<file path="src/rtl/dq_pkg.sv">
`timescale 1ns / 1ps

package dq_pkg;

   // Default queue depth in words
   localparam int DEPTH_DEFAULT = 1024;

   // Word width of stored values and result data
   localparam int WORD_W = 32;

   // Opcode width and codes
   localparam int OPCODE_W = 3;
   localparam logic [OPCODE_W-1:0] OP_PUSH_FRONT = 3'd0;
   localparam logic [OPCODE_W-1:0] OP_PUSH_BACK  = 3'd1;
   localparam logic [OPCODE_W-1:0] OP_POP_FRONT  = 3'd2;
   localparam logic [OPCODE_W-1:0] OP_POP_BACK   = 3'd3;
   localparam logic [OPCODE_W-1:0] OP_SIZE       = 3'd4;
   localparam logic [OPCODE_W-1:0] OP_EMPTY      = 3'd5;
   localparam logic [OPCODE_W-1:0] OP_FRONT      = 3'd6;
   localparam logic [OPCODE_W-1:0] OP_BACK       = 3'd7;

   // Answer for a pop or peek on an empty queue
   localparam logic [WORD_W-1:0] EMPTY_WORD = '1;

   // Slot memory port control
   typedef struct packed {
      logic wr_en;
      logic rd_en;
   } mem_ctl_type;

   // Response stage flags
   typedef struct packed {
      logic valid;
      logic use_ram;
      logic has_data;
      logic overflow;
   } rsp_info_type;

endpackage

</file>
<file path="src/rtl/dq_ctrl.sv">
`timescale 1ns / 1ps

module dq_ctrl #(
   parameter int DEPTH = dq_pkg::DEPTH_DEFAULT
) (
   input  logic                          clock,
   input  logic                          reset,
   input  logic                          accept,
   input  logic [dq_pkg::OPCODE_W-1:0]   opcode,
   output dq_pkg::mem_ctl_type           mem_ctl,
   output logic [$clog2(DEPTH)-1:0]      mem_addr,
   output dq_pkg::rsp_info_type          rsp_info,
   output logic [dq_pkg::WORD_W-1:0]     rsp_imm,
   output logic [$clog2(DEPTH+1)-1:0]    count
);

   localparam int ADDR_W = $clog2(DEPTH);
   localparam int CNT_W  = $clog2(DEPTH + 1);
   localparam int SUM_W  = CNT_W + 1;

   logic [ADDR_W-1:0] head_ff, head_in;
   logic [CNT_W-1:0]  count_ff, count_in;
   logic              valid_ff;
   logic              use_ram_ff, use_ram_in;
   logic              has_data_ff, has_data_in;
   logic              overflow_ff, overflow_in;
   logic [dq_pkg::WORD_W-1:0] imm_ff, imm_in;

   logic              empty, full;
   logic [ADDR_W-1:0] head_dec, head_inc, tail_pos, back_pos;
   logic [SUM_W-1:0]  tail_sum, back_sum;
   logic              wr_en, rd_en;
   logic [ADDR_W-1:0] addr;

   // Occupancy and ring positions, each wrap is one compare and subtract
   always_comb begin
      empty    = (count_ff == '0);
      full     = (count_ff == CNT_W'(DEPTH));
      head_dec = (head_ff == '0) ? ADDR_W'(DEPTH - 1) : head_ff - ADDR_W'(1);
      head_inc = (head_ff == ADDR_W'(DEPTH - 1)) ? '0 : head_ff + ADDR_W'(1);
      tail_sum = SUM_W'(head_ff) + SUM_W'(count_ff);
      back_sum = tail_sum - SUM_W'(1);
      tail_pos = (tail_sum >= SUM_W'(DEPTH)) ? ADDR_W'(tail_sum - SUM_W'(DEPTH))
                                             : ADDR_W'(tail_sum);
      back_pos = (back_sum >= SUM_W'(DEPTH)) ? ADDR_W'(back_sum - SUM_W'(DEPTH))
                                             : ADDR_W'(back_sum);
   end

   // Opcode decode: slot access, pointer update, immediate answer
   always_comb begin
      head_in     = head_ff;
      count_in    = count_ff;
      wr_en       = 1'b0;
      rd_en       = 1'b0;
      addr        = head_ff;
      overflow_in = 1'b0;
      imm_in      = '0;
      has_data_in = !(opcode inside {dq_pkg::OP_PUSH_FRONT, dq_pkg::OP_PUSH_BACK});
      case (opcode)
         dq_pkg::OP_PUSH_FRONT: begin
            if (full) begin
               overflow_in = 1'b1;
            end else begin
               wr_en    = 1'b1;
               addr     = head_dec;
               head_in  = head_dec;
               count_in = count_ff + CNT_W'(1);
            end
         end
         dq_pkg::OP_PUSH_BACK: begin
            if (full) begin
               overflow_in = 1'b1;
            end else begin
               wr_en    = 1'b1;
               addr     = tail_pos;
               count_in = count_ff + CNT_W'(1);
            end
         end
         dq_pkg::OP_POP_FRONT: begin
            imm_in = dq_pkg::EMPTY_WORD;
            if (!empty) begin
               rd_en    = 1'b1;
               head_in  = head_inc;
               count_in = count_ff - CNT_W'(1);
            end
         end
         dq_pkg::OP_POP_BACK: begin
            imm_in = dq_pkg::EMPTY_WORD;
            if (!empty) begin
               rd_en    = 1'b1;
               addr     = back_pos;
               count_in = count_ff - CNT_W'(1);
            end
         end
         dq_pkg::OP_SIZE: begin
            imm_in = dq_pkg::WORD_W'(count_ff);
         end
         dq_pkg::OP_EMPTY: begin
            imm_in = dq_pkg::WORD_W'(empty);
         end
         dq_pkg::OP_FRONT: begin
            imm_in = dq_pkg::EMPTY_WORD;
            rd_en  = !empty;
         end
         dq_pkg::OP_BACK: begin
            imm_in = dq_pkg::EMPTY_WORD;
            rd_en  = !empty;
            addr   = back_pos;
         end
         default: begin
            imm_in = '0;
         end
      endcase
      use_ram_in = rd_en;
   end

   // Pointer state and response stage
   always_ff @(posedge clock) begin
      if (reset) begin
         head_ff  <= '0;
         count_ff <= '0;
         valid_ff <= 1'b0;
      end else begin
         valid_ff <= accept;
         if (accept) begin
            head_ff  <= head_in;
            count_ff <= count_in;
         end
      end
      if (accept) begin
         use_ram_ff  <= use_ram_in;
         has_data_ff <= has_data_in;
         overflow_ff <= overflow_in;
         imm_ff      <= imm_in;
      end
   end

   assign mem_ctl.wr_en     = accept && wr_en;
   assign mem_ctl.rd_en     = accept && rd_en;
   assign mem_addr          = addr;
   assign rsp_info.valid    = valid_ff;
   assign rsp_info.use_ram  = use_ram_ff;
   assign rsp_info.has_data = has_data_ff;
   assign rsp_info.overflow = overflow_ff;
   assign rsp_imm           = imm_ff;
   assign count             = count_ff;

endmodule
</file>
<file path="config.mk">
export PLATFORM = sky130hd
export DESIGN_NAME = dq_ctrl
export DESIGN_NICKNAME = d
export VERILOG_FILES = /design/src/rtl/dq_pkg.sv /design/src/rtl/dq_ctrl.sv
export SDC_FILE = /design/constraint.sdc
export NUM_CORES = 1
export LEC_CHECK = 0
export ABC_CLOCK_PERIOD_IN_PS = 3550
export BUFFER_PORTS_ARGS = -buffer_cell sky130_fd_sc_hd__buf_2
export CORE_MARGIN = 3
export CORE_UTILIZATION = 35
export DETAILED_ROUTE_END_ITERATION = 10
export PLACE_DENSITY = 0.64
export SETUP_SLACK_MARGIN = 0.15
export SYNTH_ARGS = -nofsm -noshare
export SYNTH_HDL_FRONTEND = slang
export SYNTH_SLANG_ARGS = --single-unit
export TNS_END_PERCENT = 20
</file>
<file path="constraint.sdc">
create_clock -name clock -period 3.55 [get_ports clock]
set_clock_uncertainty 0.05 [all_clocks]
set_input_delay 1.065 -clock clock [delete_from_list [all_inputs] [get_ports clock]]
set_output_delay 1.065 -clock clock [all_outputs]
set_load 0.01 [all_outputs]
</file>
==> flow_metrics.tcl <==
set metrics [dict create \
    multi_input_area_mm2 0.00276 \
    p_per_area_mw_per_mm2 338 \
    io_buffers 64 \
    synth_flop_cell "dfxtp_1" \
    synth_edf_count 15 \
    cts.sinks 37 \
    initial_core_util_pct 36.4 \
    r2r-end "head_ff[7]$_SDFFE_PP0P_" \
    fp.dieH_um 110 \
    areaGrowthSynthToFinish_pct 25.3 \
    synth-async-reset-ratio_pct 0 \
    synth_cells 454 \
    rrSetupSlack_ps 1130 \
    hold_ws_ps 630 \
    crit_type "reg2out" \
    vdd_ir_drop_max_mv 0.155 \
    htreeDepth 2 \
    rsz0062_at_grt "true" \
    holdPathStages 3 \
    status "finished with violations" \
    hold_path_class "reg2reg" \
    drc 0 \
    wire_per_inst_um 17.6 \
    root_buffer "clkbuf_8" \
    cp_top_family "compound AO/OA/AOI/OAI gates" \
    max_stage_delay_ps 360 \
    slew_headroom_pct 51.0 \
    hpwlAfterDp_um 8770 \
    grt_start_max_net_pins 23 \
    via_count 3835 \
    fin_crit_ps 3820 \
    vias_per_cell 5.70 \
    regArea_um2 912 \
    clk_latency_ps 310 \
    antenna_cells 0 \
    hp-start "head_ff[4]$_SDFFE_PP0P_" \
    hold_violations 0 \
    violations "negative setup slack" \
    setup.worst_path.end_class "primary output" \
    drtAntennaViolNets 0 \
    setup_viol 7 \
    antenna_found_initial 0 \
    gp_congestion 1.01 \
    die_w_um 110 \
    placed_area_mm2 0.00431 \
    clock_path_buffers 2 \
    grt_pass1_vias 3506 \
    drt_iter0_drc 343 \
    fin_crit_sh_pct 108 \
    drive_gt1_share_pct 38.4 \
    wl_um 11800 \
    slowest_stage "dfxtp_2" \
    overflow 0 \
    path_cells "ha_4, inv_2, fa_2, nand2b_4, a21oi_4, o311a_1, buf_4, nor2_4, a221o_1, a211oi_2, o22ai_1, buf_2" \
    yosysUniqueCellTypes 79 \
    critical_path_buf_inv_count 3 \
    timing.fmax_ghz 0.262 \
    syn-num-nets 483 \
    whs_endpoint "head_ff[4]$_SDFFE_PP0P_" \
    max_slew.worst_pin.slew_ps 732 \
    post-place-ws_ps -70.0 \
    rr_worst_depth 9 \
    reg2reg_from "head_ff[4]$_SDFFE_PP0P_" \
    first_pass_iters 5 \
    ys_seq_area_share_pct 23.4 \
    grt_use_total_pct 19.0 \
    final_core_util_pct 45.6 \
    syn_area_mm2 0.00381 \
    crit_arrival_ps 2700 \
    fillers 1005 \
    timing.final.ws_setup_ps -268 \
    dieArea_mm2 0.0122 \
    fin_nets 565 \
    cts_hold_repair.buffers 0 \
    final_cell_mix "64 x buf_2, 57 x buf_4, 47 x nor2_1" \
    cp.required_ps 2430 \
    finalPower_uw 1610 \
    coreArea_mm2 0.0105 \
    syn_area_per_cell_um2 8.39 \
    synth_warnings 0 \
    cp_max_fo 5 \
    drv_cap 0 \
    row_count 37 \
    ys_ff_latch 37 \
    crit_start "head_ff[0]$_SDFFE_PP0P_" \
    cts_tree "built" \
    ios 65 \
    p_leak_uw 0.00211 \
    clkTransAtPathRegs_ps 80 \
    maxSlewViolCount 0 \
    fin_area_mm2 0.00477 \
    cts_buffers 5 \
    start_kind "register" \
    grt_pass1_wl_um 18000 \
    final_common_cell "buf_2" \
]
==> metrics by stage <==
stage | instances | TNS [ps]
final | 673 | -1360
after CTS | 672 | -1250
after detailed placement | 658 | -282
after global placement | 658 | -62.5
after floorplan | 454 | 0
after global routing | 673 | -2110
==> worst max path at each step <==
| stage | slack (ps) | cells after the start | end |
|---|---|---|---|
| 5_1_grt | -350 | 13 | mem_addr[7] |
| 2_1_floorplan | 110 | 8 | mem_addr[8] |
| 6_report | -270 | 12 | mem_addr[6] |
| 4_1_cts | -250 | 10 | mem_addr[8] |
| 3_3_place_gp | -30 | 8 | mem_addr[7] |
| 3_5_place_dp | -70 | 8 | mem_addr[7] |
==> sequential cells by signal, summed over array words and instances, names as in the netlist <==
name	cells
use_ram_ff	1
valid_ff	1
head_ff	10
has_data_ff	1
rsp_imm	12
overflow_ff	1
count	11
==> cell usage after synthesis (3+ instances only) <==
cell type | instances | share of area [%]
o211a_1 | 3 | 0.79
xor2_1 | 9 | 2.1
edfxtp_1 | 15 | 12
buf_2 | 3 | 0.39
and2_1 | 5 | 0.82
nand2b_1 | 4 | 0.66
a31oi_1 | 3 | 0.49
or3_1 | 3 | 0.49
ha_1 | 21 | 6.9
o21a_1 | 3 | 0.59
a21oi_1 | 33 | 4.3
and3_1 | 4 | 0.66
o22ai_1 | 4 | 0.66
nor3b_1 | 4 | 0.79
nor4_1 | 3 | 0.49
nand3_1 | 11 | 1.4
nor2_1 | 50 | 4.9
dfxtp_1 | 22 | 12
a211oi_1 | 9 | 1.8
buf_4 | 25 | 4.9
mux2i_1 | 11 | 2.9
o21bai_1 | 3 | 0.59
clkbuf_8 | 8 | 2.9
o221ai_1 | 4 | 0.92
o211ai_1 | 5 | 0.99
nand4b_1 | 3 | 0.69
nor3_1 | 8 | 1.1
o21ai_0 | 28 | 3.7
nor2b_1 | 4 | 0.66
clkbuf_1 | 9 | 0.89
xnor2_1 | 18 | 4.1
nand2_1 | 25 | 2.5
inv_1 | 16 | 1.6
a21o_1 | 17 | 3.3
==> cells by family after synthesis <==
family	count (synthesis)	synth area share (%)
compound gates	140	25.3
xor+xnor	27	6.21
fa+ha+maj	23	7.95
buf+inv	65	12.2
flops	37	23.4
mux	12	3.19
simple gates	150	21.8
==> metal layers <==
metal	vias to the layer above	GRT usage, %	wire length (um)
met5	-	0	0
met4	0	4.40	191
met3	18	1.81	830
met2	166	31.9	5600
met1	1834	26.4	5220
li1	1817	-	-
==> power breakdown <==
part / switching [uW] / leakage (uW) / total [uW] / internal, uW
sequential: 30.4 / 0.000332 / 502 / 472
combinational: 429 / 0.00173 / 791 / 362
clock: 181 / 0.0000445 / 320 / 140
total: 640 / 0.00211 / 1610 / 974
==> worst min-delay path: stages (launching register included) <==
cell and delay (ps):
dfxtp_2 350, buf_6 140, o21ai_0 80, a21oi_1 70
==> timing repair <==
item / 4_1_cts / 5_1_grt
gates cloned: 0 / 0
buffers inserted: 6 / 1
endpoints found under the setup margin: 10 / 11
pin swaps: 22 / 19
gates resized for setup: 41 / 27
==> layout make-up <==
class,instances,share of cell area [%]
Multi-Input combinational cell,352,57.7
Tap cell,136,3.56
Sequential cell,37,19.1
Inverter,16,1.34
Clock buffer,5,1.44
Timing Repair Buffer,124,16.4
Clock inverter,3,0.446
(Power assumes the default switching activity.)
